[config.mk]
export PLATFORM = sky130hd
export DESIGN_NAME = size_class_slab_allocator_flat
export DESIGN_NICKNAME = d
export VERILOG_FILES = /design/src/design/scsa_pkg.sv /design/src/design/scsa_if.sv /design/src/design/scsa_ctrl.sv /design/src/design/scsa_dp.sv /design/src/design/size_class_slab_allocator.sv /design/src/flat_wrapper.sv
export SDC_FILE = /design/constraint.sdc
export NUM_CORES = 2
export LEC_CHECK = 0
export ABC_CLOCK_PERIOD_IN_PS = 5200
export BUFFER_PORTS_ARGS = -buffer_cell sky130_fd_sc_hd__buf_2
export CAP_MARGIN = 20
export CORE_ASPECT_RATIO = 1.1
export CORE_MARGIN = 5
export CORE_UTILIZATION = 40
export CTS_CLUSTER_SIZE = 24
export DETAILED_ROUTE_END_ITERATION = 10
export GPL_TIMING_DRIVEN = 1
export PLACE_DENSITY = 0.7
export SLEW_MARGIN = 10
export SYNTH_ARGS = -nofsm -noshare
export SYNTH_HDL_FRONTEND = slang
export SYNTH_SLANG_ARGS = --single-unit
[constraint.sdc]
create_clock -name clk_i -period 5.2 [get_ports clk_i]
set_clock_uncertainty 0.1 [all_clocks]
set_input_delay 0.26 -clock clk_i [delete_from_list [all_inputs] [get_ports clk_i]]
set_output_delay 0.26 -clock clk_i [all_outputs]
set_load 0.01 [all_outputs]
[src/design/scsa_pkg.sv]
// ----------------------------------------------------------------------------
// Size-class slab allocator package
// Widths, status and operation codes, the command bundle and the reset
// values of the class size registers.
// ----------------------------------------------------------------------------
package scsa_pkg;

  localparam int SIZE_W       = 26;
  localparam int TOTAL_W      = 30;
  localparam int CLASS_FW     = 3;
  localparam int SLOT_FW      = 6;
  localparam int STATUS_W     = 3;
  localparam int CFG_IDX_W    = 3;
  localparam int CFG_DATA_W   = 30;

  // Register map of the configuration channel.
  localparam int                    CFG_CLASS_REGS = 6;
  localparam logic [CFG_IDX_W-1:0]  CFG_LIMIT_IDX  = 3'd6;

  localparam logic [TOTAL_W-1:0] LIMIT_RESET = 30'd512000000;
  localparam logic [TOTAL_W-1:0] TOTAL_MAX   = {TOTAL_W{1'b1}};

  // Result status codes.
  localparam logic [STATUS_W-1:0] ST_OK         = 3'd0;
  localparam logic [STATUS_W-1:0] ST_NO_FIT     = 3'd1;
  localparam logic [STATUS_W-1:0] ST_OVER_LIMIT = 3'd2;
  localparam logic [STATUS_W-1:0] ST_FULL       = 3'd3;
  localparam logic [STATUS_W-1:0] ST_BAD_FREE   = 3'd4;

  // Request type codes.
  localparam logic REQ_ALLOC = 1'b0;
  localparam logic REQ_FREE  = 1'b1;

  // Operation held between the decide and the commit cycle.
  localparam logic [1:0] OP_ERR   = 2'd0;
  localparam logic [1:0] OP_ALLOC = 2'd1;
  localparam logic [1:0] OP_FREE  = 2'd2;

  typedef struct packed {
    logic load;    // item accepted: decide and read the memories
    logic commit;  // write back state and load the result register
  } scsa_cmd_t;

  function automatic logic [SIZE_W-1:0] class_size_reset(input int c);
    logic [SIZE_W-1:0] v;
    case (c)
      0:       v = 26'd16;
      1:       v = 26'd243;
      2:       v = 26'd4096;
      3:       v = 26'd78125;
      4:       v = 26'd1679616;
      5:       v = 26'd40353607;
      default: v = '0;
    endcase
    return v;
  endfunction

endpackage

[src/design/scsa_if.sv]
// ----------------------------------------------------------------------------
// Size-class slab allocator channels
// Request, response and configuration write channels with valid/ready.
// ----------------------------------------------------------------------------
interface scsa_req_if;
  logic                         valid;
  logic                         ready;
  logic                         req_type;
  logic [scsa_pkg::SIZE_W-1:0]  req_size;
  logic [scsa_pkg::CLASS_FW-1:0] free_class;
  logic [scsa_pkg::SLOT_FW-1:0] free_slot;

  modport source (output valid, req_type, req_size, free_class, free_slot, input ready);
  modport sink   (input valid, req_type, req_size, free_class, free_slot, output ready);
endinterface

interface scsa_rsp_if;
  logic                           valid;
  logic                           ready;
  logic [scsa_pkg::STATUS_W-1:0]  status;
  logic [scsa_pkg::CLASS_FW-1:0]  granted_class;
  logic [scsa_pkg::SLOT_FW-1:0]   granted_slot;
  logic [scsa_pkg::TOTAL_W-1:0]   total_allocated;

  modport source (output valid, status, granted_class, granted_slot, total_allocated,
                  input ready);
  modport sink   (input valid, status, granted_class, granted_slot, total_allocated,
                  output ready);
endinterface

interface scsa_cfg_if;
  logic                             valid;
  logic                             ready;
  logic [scsa_pkg::CFG_IDX_W-1:0]   index;
  logic [scsa_pkg::CFG_DATA_W-1:0]  data;

  modport source (output valid, index, data, input ready);
  modport sink   (input valid, index, data, output ready);
endinterface

[src/design/scsa_ctrl.sv]
// ----------------------------------------------------------------------------
// Size-class slab allocator controller
// Two-state sequencer: accept an item, then commit it once the result
// register is free. Owns the handshakes of both item channels.
// ----------------------------------------------------------------------------
module scsa_ctrl (
  input  logic                clk_i,
  input  logic                rst_ni,
  input  logic                req_valid_i,
  output logic                req_ready_o,
  output logic                rsp_valid_o,
  input  logic                rsp_ready_i,
  output scsa_pkg::scsa_cmd_t cmd_o
);

  localparam logic ST_IDLE = 1'b0;
  localparam logic ST_EXEC = 1'b1;

  logic state_q, state_d;
  logic out_valid_q, out_valid_d;
  logic out_free;

  assign req_ready_o = (state_q == ST_IDLE);
  assign out_free    = !out_valid_q || rsp_ready_i;

  always_comb begin
    cmd_o.load   = req_valid_i && req_ready_o;
    cmd_o.commit = (state_q == ST_EXEC) && out_free;
  end

  always_comb begin
    state_d = state_q;
    case (state_q)
      ST_IDLE: begin
        if (cmd_o.load) state_d = ST_EXEC;
      end
      ST_EXEC: begin
        if (cmd_o.commit) state_d = ST_IDLE;
      end
      default: state_d = ST_IDLE;
    endcase
  end

  always_comb begin
    out_valid_d = out_valid_q;
    if (cmd_o.commit) begin
      out_valid_d = 1'b1;
    end else if (rsp_ready_i) begin
      out_valid_d = 1'b0;
    end
  end

  always_ff @(posedge clk_i or negedge rst_ni) begin
    if (!rst_ni) begin
      state_q     <= ST_IDLE;
      out_valid_q <= 1'b0;
    end else begin
      state_q     <= state_d;
      out_valid_q <= out_valid_d;
    end
  end

  assign rsp_valid_o = out_valid_q;

  a_no_load_and_commit: assert property (@(posedge clk_i) disable iff (!rst_ni)
    !(cmd_o.load && cmd_o.commit))
    else $error("load and commit in the same cycle");

  a_rsp_after_exec: assert property (@(posedge clk_i) disable iff (!rst_ni)
    $rose(out_valid_q) |-> $past(state_q == ST_EXEC))
    else $error("result appeared without an item in flight");

  a_rsp_held: assert property (@(posedge clk_i) disable iff (!rst_ni)
    (rsp_valid_o && !rsp_ready_i) |=> rsp_valid_o)
    else $error("result item dropped before it was taken");

endmodule

[src/design/scsa_dp.sv]
// ----------------------------------------------------------------------------
// Size-class slab allocator datapath
// Class size and limit registers, per-class stack depth and low-water mark,
// the free stack and in-use memories, the running total and the result
// register.
// ----------------------------------------------------------------------------
module scsa_dp #(
  parameter int SIZE_CLASSES    = 6,
  parameter int SLOTS_PER_CLASS = 8
) (
  input  logic                             clk_i,
  input  logic                             rst_ni,
  input  scsa_pkg::scsa_cmd_t              cmd_i,
  input  logic                             req_type_i,
  input  logic [scsa_pkg::SIZE_W-1:0]      req_size_i,
  input  logic [scsa_pkg::CLASS_FW-1:0]    free_class_i,
  input  logic [scsa_pkg::SLOT_FW-1:0]     free_slot_i,
  input  logic                             cfg_we_i,
  input  logic [scsa_pkg::CFG_IDX_W-1:0]   cfg_index_i,
  input  logic [scsa_pkg::CFG_DATA_W-1:0]  cfg_data_i,
  output logic [scsa_pkg::STATUS_W-1:0]    status_o,
  output logic [scsa_pkg::CLASS_FW-1:0]    granted_class_o,
  output logic [scsa_pkg::SLOT_FW-1:0]     granted_slot_o,
  output logic [scsa_pkg::TOTAL_W-1:0]     total_allocated_o
);

  localparam int CLS_IW    = (SIZE_CLASSES > 1) ? $clog2(SIZE_CLASSES) : 1;
  localparam int SLOT_IW   = $clog2(SLOTS_PER_CLASS);
  localparam int DEP_W     = $clog2(SLOTS_PER_CLASS + 1);
  localparam int ADDR_W    = CLS_IW + SLOT_IW;
  localparam int MEM_DEPTH = 1 << ADDR_W;
  localparam logic [DEP_W-1:0] DEP_FULL = DEP_W'(SLOTS_PER_CLASS);

  localparam int SIZE_W  = scsa_pkg::SIZE_W;
  localparam int TOTAL_W = scsa_pkg::TOTAL_W;

  // Configuration registers.
  logic [SIZE_W-1:0]  class_size_q [SIZE_CLASSES];
  logic [TOTAL_W-1:0] limit_q;

  // Per-class stack depth and lowest depth reached since reset. Stack
  // positions and slots below the low-water mark have never been touched,
  // so they read as their reset contents without a clearing pass.
  logic [DEP_W-1:0]   depth_q [SIZE_CLASSES];
  logic [DEP_W-1:0]   lw_q    [SIZE_CLASSES];
  logic [TOTAL_W-1:0] total_q;

  logic [SLOT_IW-1:0] stk_mem  [MEM_DEPTH];
  logic               busy_mem [MEM_DEPTH];
  logic [SLOT_IW-1:0] stk_rdata_q;
  logic               busy_rdata_q;

  // Operation held from the decide cycle to the commit cycle.
  logic [1:0]                       op_q;
  logic [scsa_pkg::STATUS_W-1:0]    err_status_q;
  logic [scsa_pkg::CLASS_FW-1:0]    cls_q;
  logic [CLS_IW-1:0]                cls_idx_q;
  logic [scsa_pkg::SLOT_FW-1:0]     slot_q;
  logic [SIZE_W-1:0]                size_q;
  logic                             hit_q;

  // Decide cycle.
  logic                             fit_found;
  logic [CLS_IW-1:0]                fit_idx;
  logic                             over_limit;
  logic [DEP_W-1:0]                 alloc_depth;
  logic [DEP_W-1:0]                 pop_pos;
  logic                             f_in_range;
  logic [CLS_IW-1:0]                f_idx;
  logic [DEP_W-1:0]                 f_depth;
  logic                             free_ok;
  logic [ADDR_W-1:0]                stk_raddr;
  logic [ADDR_W-1:0]                busy_raddr;
  logic [1:0]                       op_d;
  logic [scsa_pkg::STATUS_W-1:0]    err_status_d;
  logic [scsa_pkg::CLASS_FW-1:0]    cls_d;
  logic [CLS_IW-1:0]                cls_idx_d;
  logic [scsa_pkg::SLOT_FW-1:0]     slot_d;
  logic [SIZE_W-1:0]                size_d;
  logic                             hit_d;

  // Commit cycle.
  logic [SLOT_IW-1:0]               alloc_slot;
  logic                             free_good;
  logic [TOTAL_W:0]                 sum_total;
  logic [TOTAL_W-1:0]               add_total;
  logic [TOTAL_W-1:0]               sub_total;
  logic [DEP_W-1:0]                 cur_depth;
  logic [scsa_pkg::STATUS_W-1:0]    res_status;
  logic [scsa_pkg::SLOT_FW-1:0]     res_slot;
  logic [TOTAL_W-1:0]               res_total;

  // First class whose chunk size is strictly greater than the request.
  always_comb begin
    fit_found = 1'b0;
    fit_idx   = '0;
    for (int c = SIZE_CLASSES - 1; c >= 0; c--) begin
      if (req_size_i < class_size_q[c]) begin
        fit_found = 1'b1;
        fit_idx   = CLS_IW'(c);
      end
    end
  end

  assign over_limit  = ({1'b0, total_q} + (TOTAL_W + 1)'(req_size_i)) > {1'b0, limit_q};
  assign alloc_depth = depth_q[fit_idx];
  assign pop_pos     = alloc_depth - DEP_W'(1);

  assign f_in_range = (int'(free_class_i) < SIZE_CLASSES)
                   && (int'(free_slot_i) < SLOTS_PER_CLASS);
  assign f_idx      = f_in_range ? free_class_i[CLS_IW-1:0] : '0;
  assign f_depth    = depth_q[f_idx];
  assign free_ok    = f_in_range && (f_depth < DEP_FULL);

  assign stk_raddr  = {fit_idx, pop_pos[SLOT_IW-1:0]};
  assign busy_raddr = {f_idx, free_slot_i[SLOT_IW-1:0]};

  always_comb begin
    op_d         = scsa_pkg::OP_ERR;
    err_status_d = scsa_pkg::ST_OK;
    cls_d        = '0;
    cls_idx_d    = fit_idx;
    slot_d       = '0;
    size_d       = class_size_q[fit_idx];
    hit_d        = alloc_depth > lw_q[fit_idx];
    if (req_type_i == scsa_pkg::REQ_ALLOC) begin
      if (!fit_found) begin
        err_status_d = scsa_pkg::ST_NO_FIT;
      end else if (over_limit) begin
        err_status_d = scsa_pkg::ST_OVER_LIMIT;
        cls_d        = scsa_pkg::CLASS_FW'(fit_idx);
      end else if (alloc_depth == '0) begin
        err_status_d = scsa_pkg::ST_FULL;
        cls_d        = scsa_pkg::CLASS_FW'(fit_idx);
      end else begin
        op_d   = scsa_pkg::OP_ALLOC;
        cls_d  = scsa_pkg::CLASS_FW'(fit_idx);
        // Untouched stack position: its slot equals the position.
        slot_d = scsa_pkg::SLOT_FW'(pop_pos);
      end
    end else begin
      op_d         = free_ok ? scsa_pkg::OP_FREE : scsa_pkg::OP_ERR;
      err_status_d = scsa_pkg::ST_BAD_FREE;
      cls_d        = free_class_i;
      cls_idx_d    = f_idx;
      slot_d       = free_slot_i;
      size_d       = class_size_q[f_idx];
      hit_d        = int'(free_slot_i) >= int'(lw_q[f_idx]);
    end
  end

  always_ff @(posedge clk_i) begin
    if (cmd_i.load) begin
      op_q         <= op_d;
      err_status_q <= err_status_d;
      cls_q        <= cls_d;
      cls_idx_q    <= cls_idx_d;
      slot_q       <= slot_d;
      size_q       <= size_d;
      hit_q        <= hit_d;
    end
  end

  // Commit cycle: resolve the result from the registered memory reads.
  assign cur_depth  = depth_q[cls_idx_q];
  assign alloc_slot = hit_q ? stk_rdata_q : slot_q[SLOT_IW-1:0];
  assign free_good  = hit_q && busy_rdata_q;
  assign sum_total  = {1'b0, total_q} + (TOTAL_W + 1)'(size_q);
  assign add_total  = sum_total[TOTAL_W] ? scsa_pkg::TOTAL_MAX : sum_total[TOTAL_W-1:0];
  assign sub_total  = (total_q >= TOTAL_W'(size_q)) ? (total_q - TOTAL_W'(size_q)) : '0;

  always_comb begin
    res_status = err_status_q;
    res_slot   = slot_q;
    res_total  = total_q;
    case (op_q)
      scsa_pkg::OP_ALLOC: begin
        res_status = scsa_pkg::ST_OK;
        res_slot   = scsa_pkg::SLOT_FW'(alloc_slot);
        res_total  = add_total;
      end
      scsa_pkg::OP_FREE: begin
        if (free_good) begin
          res_status = scsa_pkg::ST_OK;
          res_total  = sub_total;
        end
      end
      default: begin
        res_status = err_status_q;
      end
    endcase
  end

  always_ff @(posedge clk_i or negedge rst_ni) begin
    if (!rst_ni) begin
      for (int c = 0; c < SIZE_CLASSES; c++) begin
        class_size_q[c] <= scsa_pkg::class_size_reset(c);
      end
      limit_q <= scsa_pkg::LIMIT_RESET;
    end else if (cfg_we_i) begin
      for (int c = 0; c < SIZE_CLASSES; c++) begin
        if (c < scsa_pkg::CFG_CLASS_REGS && int'(cfg_index_i) == c) begin
          class_size_q[c] <= cfg_data_i[SIZE_W-1:0];
        end
      end
      if (cfg_index_i == scsa_pkg::CFG_LIMIT_IDX) begin
        limit_q <= cfg_data_i[TOTAL_W-1:0];
      end
    end
  end

  always_ff @(posedge clk_i or negedge rst_ni) begin
    if (!rst_ni) begin
      for (int c = 0; c < SIZE_CLASSES; c++) begin
        depth_q[c] <= DEP_FULL;
        lw_q[c]    <= DEP_FULL;
      end
      total_q <= '0;
    end else if (cmd_i.commit) begin
      if (op_q == scsa_pkg::OP_ALLOC) begin
        depth_q[cls_idx_q] <= cur_depth - DEP_W'(1);
        if ((cur_depth - DEP_W'(1)) < lw_q[cls_idx_q]) begin
          lw_q[cls_idx_q] <= cur_depth - DEP_W'(1);
        end
      end else if (op_q == scsa_pkg::OP_FREE && free_good) begin
        depth_q[cls_idx_q] <= cur_depth + DEP_W'(1);
      end
      total_q <= res_total;
    end
  end

  // Free stack memory: popped on allocation, pushed on a good free.
  always_ff @(posedge clk_i) begin
    if (cmd_i.load) begin
      stk_rdata_q <= stk_mem[stk_raddr];
    end
    if (cmd_i.commit && op_q == scsa_pkg::OP_FREE && free_good) begin
      stk_mem[{cls_idx_q, cur_depth[SLOT_IW-1:0]}] <= slot_q[SLOT_IW-1:0];
    end
  end

  // In-use memory: set on allocation, read and cleared on free.
  always_ff @(posedge clk_i) begin
    if (cmd_i.load) begin
      busy_rdata_q <= busy_mem[busy_raddr];
    end
    if (cmd_i.commit && op_q == scsa_pkg::OP_ALLOC) begin
      busy_mem[{cls_idx_q, alloc_slot}] <= 1'b1;
    end else if (cmd_i.commit && op_q == scsa_pkg::OP_FREE && free_good) begin
      busy_mem[{cls_idx_q, slot_q[SLOT_IW-1:0]}] <= 1'b0;
    end
  end

  always_ff @(posedge clk_i) begin
    if (cmd_i.commit) begin
      status_o          <= res_status;
      granted_class_o   <= cls_q;
      granted_slot_o    <= res_slot;
      total_allocated_o <= res_total;
    end
  end

  a_alloc_not_empty: assert property (@(posedge clk_i) disable iff (!rst_ni)
    (cmd_i.commit && op_q == scsa_pkg::OP_ALLOC) |-> (cur_depth != '0))
    else $error("allocation committed on an empty class stack");

  a_free_has_room: assert property (@(posedge clk_i) disable iff (!rst_ni)
    (cmd_i.commit && op_q == scsa_pkg::OP_FREE) |-> (cur_depth < DEP_FULL))
    else $error("free committed on a full class stack");

  for (genvar i = 0; i < SIZE_CLASSES; i++) begin : g_lw_chk
    a_lw_below_depth: assert property (@(posedge clk_i) disable iff (!rst_ni)
      (lw_q[i] <= depth_q[i]) && (depth_q[i] <= DEP_FULL))
      else $error("low-water mark above stack depth");
  end

endmodule

[src/design/size_class_slab_allocator.sv]
// ----------------------------------------------------------------------------
// Size-class slab allocator
// Allocates and frees fixed-size chunks from per-class LIFO free stacks.
// ----------------------------------------------------------------------------
// Each request item is an allocation or a free and gives exactly one result
// item. In the decide step the block picks the class, checks the memory
// limit and stack depth and reads the free stack and in-use memory; in the
// commit step it updates the in-use memory, pushes a good free onto the
// free stack, updates the running total and loads the result register. A
// new item is not accepted until the current one has committed, and a
// pending result that is not taken holds the commit step. Memory contents
// need no clearing after reset: a per-class low-water mark tells which stack
// positions and slots still hold their reset values, so the block takes
// items as soon as reset is released. Configuration writes are always
// accepted and must only be issued while no item is in flight.
module size_class_slab_allocator #(
  parameter int SIZE_CLASSES    = 6,
  parameter int SLOTS_PER_CLASS = 8
) (
  input  logic       clk_i,
  input  logic       rst_ni,
  scsa_req_if.sink   req_i,
  scsa_rsp_if.source rsp_o,
  scsa_cfg_if.sink   cfg_i
);

  scsa_pkg::scsa_cmd_t cmd;

  assign cfg_i.ready = 1'b1;

  scsa_ctrl u_ctrl (
    .clk_i       (clk_i),
    .rst_ni      (rst_ni),
    .req_valid_i (req_i.valid),
    .req_ready_o (req_i.ready),
    .rsp_valid_o (rsp_o.valid),
    .rsp_ready_i (rsp_o.ready),
    .cmd_o       (cmd)
  );

  scsa_dp #(
    .SIZE_CLASSES    (SIZE_CLASSES),
    .SLOTS_PER_CLASS (SLOTS_PER_CLASS)
  ) u_dp (
    .clk_i             (clk_i),
    .rst_ni            (rst_ni),
    .cmd_i             (cmd),
    .req_type_i        (req_i.req_type),
    .req_size_i        (req_i.req_size),
    .free_class_i      (req_i.free_class),
    .free_slot_i       (req_i.free_slot),
    .cfg_we_i          (cfg_i.valid),
    .cfg_index_i       (cfg_i.index),
    .cfg_data_i        (cfg_i.data),
    .status_o          (rsp_o.status),
    .granted_class_o   (rsp_o.granted_class),
    .granted_slot_o    (rsp_o.granted_slot),
    .total_allocated_o (rsp_o.total_allocated)
  );

endmodule

[src/flat_wrapper.sv]
// flat-port wrapper written by rule: the top's interface ports become plain ports
module size_class_slab_allocator_flat 
#(
  parameter int SIZE_CLASSES    = 6,
  parameter int SLOTS_PER_CLASS = 8
)
  (clk_i, rst_ni, req_i_valid, req_i_req_type, req_i_req_size, req_i_free_class, req_i_free_slot, req_i_ready, rsp_o_valid, rsp_o_status, rsp_o_granted_class, rsp_o_granted_slot, rsp_o_total_allocated, rsp_o_ready, cfg_i_valid, cfg_i_index, cfg_i_data, cfg_i_ready);
  scsa_req_if req_i_i ();
  scsa_rsp_if rsp_o_i ();
  scsa_cfg_if cfg_i_i ();
  input  logic clk_i;
  input  logic rst_ni;
  input wire logic [$bits(req_i_i.valid)-1:0] req_i_valid;
  input wire logic [$bits(req_i_i.req_type)-1:0] req_i_req_type;
  input wire logic [$bits(req_i_i.req_size)-1:0] req_i_req_size;
  input wire logic [$bits(req_i_i.free_class)-1:0] req_i_free_class;
  input wire logic [$bits(req_i_i.free_slot)-1:0] req_i_free_slot;
  output wire logic [$bits(req_i_i.ready)-1:0] req_i_ready;
  output wire logic [$bits(rsp_o_i.valid)-1:0] rsp_o_valid;
  output wire logic [$bits(rsp_o_i.status)-1:0] rsp_o_status;
  output wire logic [$bits(rsp_o_i.granted_class)-1:0] rsp_o_granted_class;
  output wire logic [$bits(rsp_o_i.granted_slot)-1:0] rsp_o_granted_slot;
  output wire logic [$bits(rsp_o_i.total_allocated)-1:0] rsp_o_total_allocated;
  input wire logic [$bits(rsp_o_i.ready)-1:0] rsp_o_ready;
  input wire logic [$bits(cfg_i_i.valid)-1:0] cfg_i_valid;
  input wire logic [$bits(cfg_i_i.index)-1:0] cfg_i_index;
  input wire logic [$bits(cfg_i_i.data)-1:0] cfg_i_data;
  output wire logic [$bits(cfg_i_i.ready)-1:0] cfg_i_ready;
  assign req_i_i.valid = req_i_valid;
  assign req_i_i.req_type = req_i_req_type;
  assign req_i_i.req_size = req_i_req_size;
  assign req_i_i.free_class = req_i_free_class;
  assign req_i_i.free_slot = req_i_free_slot;
  assign req_i_ready = req_i_i.ready;
  assign rsp_o_valid = rsp_o_i.valid;
  assign rsp_o_status = rsp_o_i.status;
  assign rsp_o_granted_class = rsp_o_i.granted_class;
  assign rsp_o_granted_slot = rsp_o_i.granted_slot;
  assign rsp_o_total_allocated = rsp_o_i.total_allocated;
  assign rsp_o_i.ready = rsp_o_ready;
  assign cfg_i_i.valid = cfg_i_valid;
  assign cfg_i_i.index = cfg_i_index;
  assign cfg_i_i.data = cfg_i_data;
  assign cfg_i_ready = cfg_i_i.ready;
  size_class_slab_allocator #(.SIZE_CLASSES(SIZE_CLASSES), .SLOTS_PER_CLASS(SLOTS_PER_CLASS)) u_core (.clk_i(clk_i), .rst_ni(rst_ni), .req_i(req_i_i), .rsp_o(rsp_o_i), .cfg_i(cfg_i_i));
endmodule
# ---- After elaboration in Yosys (flattened, before gate mapping)
# Memories as Yosys holds them, arrays and structs flattened. A register that Yosys moved wholly into a read port is not among the register bits.
# Cells that the tools add are included.
dict set report classes {
  addsub 6
  multipliers 0
  div_mod_pow 0
  n_lt_le_gt_ge 18
  eq_ne 8
  shifts 0
  n_mux 83
  n_bitwise 5
  n_reduce_logical 27
}
# op count
set op_table {}
lappend op_table {{26-bit binary-select mux with 3-bit select} 2}
lappend op_table {{26-bit less-than comparator} 6}
lappend op_table {{26-bit 2-to-1 mux} 5}
lappend op_table {{30-bit 2-to-1 mux} 3}
lappend op_table {{4-bit binary-select mux with 3-bit select} 6}
lappend op_table {{24-bit bitwise mux} 3}
lappend op_table {{4-bit 2-to-1 mux} 16}
lappend op_table {{30-bit by 26-bit adder with 31-bit output} 2}
lappend op_table {{30-bit case mux with 2 select lines} 1}
lappend op_table {{24-bit 2-to-1 mux} 2}
lappend op_table {{3-bit 2-to-1 mux} 13}
lappend op_table {{31-bit by 30-bit > comparator with 1-bit output} 1}
lappend op_table {{30-bit by 26-bit greater-or-equal comparator with 1-bit output} 1}
lappend op_table {{30-bit by 26-bit subtractor with 30-bit output} 1}
lappend op_table {{1-bit 2-to-1 mux} 23}
lappend op_table {{2-bit AND reduction} 8}
lappend op_table {{3-bit == test, second input constant} 5}
lappend op_table {{4-bit demux with 3-bit select} 1}
lappend op_table {{4-bit greater-or-equal comparator, second input constant} 3}
lappend op_table {{6-bit 2-to-1 mux} 2}
lappend op_table {{3-bit inverter with 4-bit output} 3}
lappend op_table {{1-bit logical AND} 10}
lappend op_table {{2-bit 2-to-1 mux} 4}
lappend op_table {{4-bit by 1-bit subtractor with 4-bit output, second input constant} 2}
lappend op_table {{other kinds (22)} 24}
dict set report word_totals {
  ff_bits 352
  latch_bits 0
  ramBits 256
  mem_bits_ro 0
  inputBits 74
  output_inout_bits 45
  wordCells 184
  n_memories 2
}
# memory depth width read_ports rd_ports_with_merged_regs wr line
set memory_table {}
lappend memory_table {u_core.u_dp.stk_mem 64 3 1 1 1 scsa_dp.sv:48} ;# logic [SLOT_IW-1:0] stk_mem [MEM_DEPTH];
lappend memory_table {u_core.u_dp.busy_mem 64 1 1 1 1 scsa_dp.sv:49} ;# logic busy_mem [MEM_DEPTH];

# ---- Depth between registers and ports, before layout
dict set report depth {
  ltp_word 16
  mapped_depth 26
}

# ---- By module
# A second synthesis with hierarchy kept.
dict set report unflattened {
  hier_cells 3443
  hier_area_um2 33881.2
}
# module n_inst cells_each area_per_inst_um2
set by_module_without_submodules {}
lappend by_module_without_submodules {scsa_dp 1 3432 33768.6}
lappend by_module_without_submodules {scsa_ctrl 1 9 101.3}
lappend by_module_without_submodules {size_class_slab_allocator 1 2 11.3}

# ---- Worst setup path before layout
# No wires, ideal clock.
dict set report synth_timing {
  path_type {register to register}
  startpoint {register u_core.u_dp.class_size_q[68] in the netlist's numbering}
  endpoint {register u_core.u_dp.stk_rdata_q[0] (read register of u_core.u_dp.stk_mem) (data pin)}
  setup_time_ps 265
  arrival_ps 4938
  required_ps 4835
  slack_ps -104
  stages_incl_launch_ff 22
  path_buffers 4
  synth_period_minus_slack_ps 5304
  path_cell_list {dfstp_2 -> inv_1 -> ha_1 -> o21ai_0 -> o21bai_1 -> a21oi_1 -> o21ai_1 -> or4_4 -> nand3_1 -> a21oi_1 -> nor2_4 -> mux2_2 -> o221ai_2 -> buf_6 -> buf_4 -> ha_1 -> clkinv_1 -> clkbuf_1 -> clkbuf_1 -> mux4_2 -> a22oi_1 -> a211oi_2}
}
dict set report synth_between {
  elab_chain_cells 10
}
# element line
set synth_rtl {}
lappend synth_rtl {{from (decl)} scsa_dp.sv:38} ;# logic [SIZE_W-1:0] class_size_q [SIZE_CLASSES];
lappend synth_rtl {{from (signal, indexed assignment)} scsa_dp.sv:197} ;# class_size_q[c] <= scsa_pkg::class_size_reset(c);
lappend synth_rtl {{from (signal, indexed assignment)} scsa_dp.sv:203} ;# class_size_q[c] <= cfg_data_i[SIZE_W-1:0];
lappend synth_rtl {{26-bit less-than comparator *} scsa_dp.sv:98} ;# if (req_size_i < class_size_q[c]) begin
lappend synth_rtl {{3-bit 2-to-1 mux * (4 in series)} scsa_dp.sv:98}
lappend synth_rtl {{3-bit inverter with 4-bit output (not written as such)} scsa_dp.sv:106} ;# assign alloc_depth = depth_q[fit_idx];
lappend synth_rtl {{4-bit binary-select mux with 3-bit select} scsa_dp.sv:106}
lappend synth_rtl {{4-bit 2-to-1 mux (not written as such) (2 in series)} scsa_dp.sv:106}
lappend synth_rtl {{4-bit by 1-bit subtractor with 4-bit output} scsa_dp.sv:107} ;# assign pop_pos = alloc_depth - DEP_W'(1);
lappend synth_rtl {{to (decl)} scsa_dp.sv:50} ;# logic [SLOT_IW-1:0] stk_rdata_q;
# Mark *: on every way between the ends. The rest lies on a longest branch, timed or not. The select of a mux whose other input is x is not followed.
# A chain may end at the register's enable or synchronous reset.

# ---- Worst setup path after layout
dict set report layout_timing {
  startpoint {register u_core.u_dp.total_q[0]}
  endpoint {register u_core.u_dp.slot_q[2] in the netlist's numbering (data pin)}
}
dict set report layout_between {
  elab_chain_cells 5
}
# element line
set layout_rtl {}
lappend layout_rtl {{from (decl)} scsa_dp.sv:46} ;# logic [TOTAL_W-1:0] total_q;
lappend layout_rtl {{from (signal assigned)} scsa_dp.sv:228} ;# total_q <= res_total;
lappend layout_rtl {{30-bit by 26-bit adder with 31-bit output} scsa_dp.sv:105} ;# assign over_limit = ({1'b0, total_q} + (TOTAL_W + 1)'(req_size_i)) > {1'b0, limit_q};
lappend layout_rtl {{31-bit by 30-bit > comparator with 1-bit output} scsa_dp.sv:105}
lappend layout_rtl {{4-bit 2-to-1 mux} scsa_dp.sv:129} ;# end else if (over_limit) begin
lappend layout_rtl {{4-bit 2-to-1 mux} scsa_dp.sv:127} ;# if (!fit_found) begin
lappend layout_rtl {{6-bit 2-to-1 mux} scsa_dp.sv:126} ;# if (req_type_i == scsa_pkg::REQ_ALLOC) begin
lappend layout_rtl {{net u_core.u_dp.slot_d (one bit)} scsa_dp.sv:78} ;# logic [scsa_pkg::SLOT_FW-1:0] slot_d;
lappend layout_rtl {{to (signal assigned)} scsa_dp.sv:158} ;# slot_q <= slot_d;
lappend layout_rtl {{to (decl)} scsa_dp.sv:58} ;# logic [scsa_pkg::SLOT_FW-1:0] slot_q;
# The timed path passes the listed nets, and every way through them passes these cells.

==> impl_metrics.csv <==
group,metric,value,unit
route,dr.pass1.iters,6,
route,vias_per_cell,5.77,
floorplan,boundaryPins,119,
route,vias,27500,
worst_setup_path,arrival,5.50,ns
sta,clock.fmax,196,MHz
cts,clk_pin_slew,0.06,ns
placed_design,place_congestion,0.939,
route,drc,0,
status,outcome,"finished clean",
sta,tightestPinTransition,1.17,ns
floorplan,row_count,112,
final_layout,syn_to_final_growth,15.1,%
cts,clk_latency,0.68,ns
final_layout,ff_latch_area,15200,um2
final_layout,fin_nets,3915,
synth,seq_area_frac_synth,0.449,
sta,post-route-period-util,0.979,
global_routing,antenna_found_initial,5,
floorplan,initial_core_util,0.401,
synth,synth_seq_cells,548,
cts,cts_tree,"done",
cts,cts_buffer_depth,3,
sta,finalMaxSlewViolations,0,
global_routing,track_usage,0.230,
synth,synth_top_area_share,0.250,
worst_setup_path,crit_path_start_kind,"flip-flop",
cts,cts_made_buffers,59,
synth,yosys.area.top_type,"edfxtp_1",
synth,synth_area_leaders,"edfxtp_1 (25%), dfrtp_1 (15%), ha_1 (10%)",
floorplan,core,84500,um2
worst_setup_path,cp-end-kind,"flip-flop",
floorplan,chipWidth,287,um
route,wl,107,mm
synth,syn_area,33900,um2
power,pwr_density_cell,537,nW/um2
placed_design,portBuffers,117,
placed_design,placed_cells,4599,
global_routing,grt_first_pass_wirelength,162,mm
sta,period_minus_slack,5.09,ns
synth,synth_area_per_cell,10.0,um2
worst_setup_path,worstPathRequired,5.60,ns
route,ant_nets,0,
cts,cts_root_buffer,"clkbuf_16",
synth,yosysUniqueCellTypes,90,
sta,hold_viol,0,
flow_run,cap_violations,0,
worst_setup_path,crit_fanout,5,
power,ir_drop,0.324,mV
global_routing,grt_pass1_vias,26900,
final_layout,num-fill-cells,7803,
cts,clock-sinks,548,
final_layout,post-route-util,0.462,
floorplan,fp.dieH,315,um
placed_design,dp_hpwl,75.8,mm
global_routing,gr-total-overflow,0,
synth,synth_edf_count,282,
worst_setup_path,path_class,"reg2reg",
sta,slew_headroom,0.223,
global_routing,grt_max_degree,119,
route,drt_iter0_drc,2664,
sta,rsz0062_at_grt,"true",
power,p_leak,16.3,nW
final_layout,instances_no_fill,4760,
final_layout,multi_input_area,17200,um2
synth,synthArstFlopShare,0.485,
route,wl_per_cell,22.5,um
synth,syn-num-nets,3724,
cts,h-tree-depth,2,
floorplan,dieArea,90600,um2
final_layout,drive_above_1_share,0.181,
sta,setup_viol,0,
min_path,hold_class,"in2reg",
synth,ys_warn_count,0,
synth,syn_inst,3373,
synth,synthFlopType,"edfxtp_1",
registers in the layout, summed over array words and instances (netlist names), 18 cells and up, named ones only:
signal	count
u_core.u_dp.stk_mem	144
u_core.u_dp.lw_q	24
u_core.u_dp.size_q	26
u_core.u_dp.total_allocated_o	30
u_core.u_dp.busy_mem	48
u_core.u_dp.depth_q	18
u_core.u_dp.total_q	30
u_core.u_dp.class_size_q	156
u_core.u_dp.limit_q	30
cell usage in the layout (no fill, tap or decap), types with 15 or more instances in the layout:
| cell | n |
|---|---|
| dfstp_2 | 58 |
| xnor2_1 | 28 |
| ha_1 | 272 |
| a221oi_1 | 15 |
| a21oi_1 | 179 |
| dfrtp_1 | 208 |
| nand2b_1 | 25 |
| o22ai_1 | 41 |
| edfxtp_1 | 282 |
| o21ai_0 | 312 |
| mux2_2 | 114 |
| o21bai_1 | 20 |
| o21ai_1 | 24 |
| nand4_1 | 23 |
| nand2_1 | 392 |
| buf_4 | 127 |
| nand3_1 | 43 |
| mux2i_1 | 117 |
| buf_2 | 117 |
| mux4_2 | 55 |
| clkinv_2 | 15 |
| a21o_1 | 46 |
| nor2b_1 | 28 |
| clkbuf_16 | 60 |
| o21a_1 | 23 |
| o211ai_1 | 17 |
| nor2_1 | 264 |
| a31oi_1 | 38 |
| inv_1 | 269 |
| a211oi_1 | 56 |
| nor3_1 | 32 |
| dlygate4sd3_1 | 38 |
worst paths after layout:
check | depth (start not counted) | start | to | slack (ns)
setup reg to reg | 26 | u_core.u_dp.total_q[0] | u_core.u_dp.slot_q[2] | 0.11
min in group asynchronous | 2 | rst_ni | u_core.u_dp.class_size_q[75] | 0.18
hold / removal | 3 | cfg_i_index[1] | u_core.u_dp.limit_q[0] | 0.04
hold reg to reg | 0 | u_core.u_dp.cls_q[0] | u_core.u_dp.granted_class_o[0] | 0.31
setup / recovery | 26 | u_core.u_dp.total_q[0] | u_core.u_dp.slot_q[2] | 0.11
max in group asynchronous | 3 | rst_ni | u_core.u_dp.class_size_q[99] | 3.56
layout make-up:
| type | instances | share of cell area |
|---|---|---|
| multi-input combinational | 2395 | 0.442 |
| sequential | 548 | 0.390 |
| timing repair buffer | 287 | 0.0513 |
| clock buffer | 70 | 0.0405 |
| tap | 1140 | 0.0366 |
| inverter | 273 | 0.0263 |
| clock inverter | 42 | 0.0133 |
| antenna | 5 | 0.000321 |
logic make-up after synthesis:
| family | count (synthesis) | synth area share |
|---|---|---|
| DFF | 548 | 0.449 |
| xor gates and xnor gates | 40 | 0.0103 |
| AOI/OAI and AO/OA | 907 | 0.166 |
| adders and majority gates | 277 | 0.103 |
| and+or+nand+nor | 883 | 0.113 |
| other | 1 | 0.000111 |
| buffers and inverters | 430 | 0.0490 |
| muxes | 287 | 0.109 |
report_power, final:
group	internal [mW]	switching, mW	total, mW
clock	2.63	1.90	4.53
sequential	5.63	0.749	6.38
combinational	4.22	5.81	10.0
worst max-delay path, stage by stage, from the launching register on:
cell and delay (ns):
dfrtp_1 0.41, ha_4 0.18, fa_2 0.39, a21o_1 0.18
a21oi_2 0.17, o21ai_2 0.08, nand4_1 0.15, a31oi_4 0.14
a31oi_1 0.21, buf_4 0.16, o221ai_2 0.10, a21oi_2 0.20
nor2b_2 0.08, o41ai_2 0.31, buf_4 0.16, o2111a_1 0.21
nor2_1 0.06, xnor2_1 0.13, ha_1 0.29, a21o_1 0.20
a21oi_2 0.17, o2111ai_1 0.15, a21oi_2 0.14, o22ai_2 0.13
nor3b_2 0.19, buf_4 0.16, a22o_1 0.13
layer usage:
metal | GRT usage | share of wire | up-vias
met3 | 0.0297 | 0.067 | 271
met5 | 0 | 0.00027 | -
met2 | 0.375 | 0.46 | 1124
li1 | - | - | 12600
met1 | 0.295 | 0.40 | 13400
met4 | 0.137 | 0.071 | 4
Yosys cell counts (46+ instances only):
| library cell | instances |
|---|---|
| a211oi_1 | 57 |
| a21o_1 | 46 |
| a21oi_1 | 189 |
| clkbuf_1 | 129 |
| dfrtp_1 | 208 |
| dfstp_2 | 58 |
| edfxtp_1 | 282 |
| ha_1 | 274 |
| inv_1 | 269 |
| mux2_2 | 114 |
| mux2i_1 | 117 |
| mux4_2 | 55 |
| nand2_1 | 394 |
| nor2_1 | 264 |
| o21ai_0 | 314 |
what timing repair did:
| item | CTS | global route |
|---|---|---|
| hold endpoints to repair | 269 | 0 |
| hold buffers | 38 | 0 |
| endpoints found under the setup margin | 7 | 24 |
| resized for setup | 6 | 29 |
| setup buffers | 1 | 5 |
| pin swaps | 1 | 20 |
through the flow:
stage | TNS [ns] | hold WS, ns | setup WS (ns) | power (mW) | instance area, um2
2_1_floorplan | 0 | -0.136 | 0.0128 | 12.8 | 33900
5_1_grt | -0.452 | 0.0380 | -0.106 | 22.2 | 39000
3_5_place_dp | -1.13 | 0.286 | -0.209 | 16.1 | 36300
4_1_cts | 0 | 0.00645 | 0.0440 | 20.8 | 38800
3_3_place_gp | -2.11 | 0.289 | -0.340 | 15.9 | 36300
6_report | 0 | 0.0365 | 0.108 | 20.9 | 39000
Power figures use the tool's default switching activity.
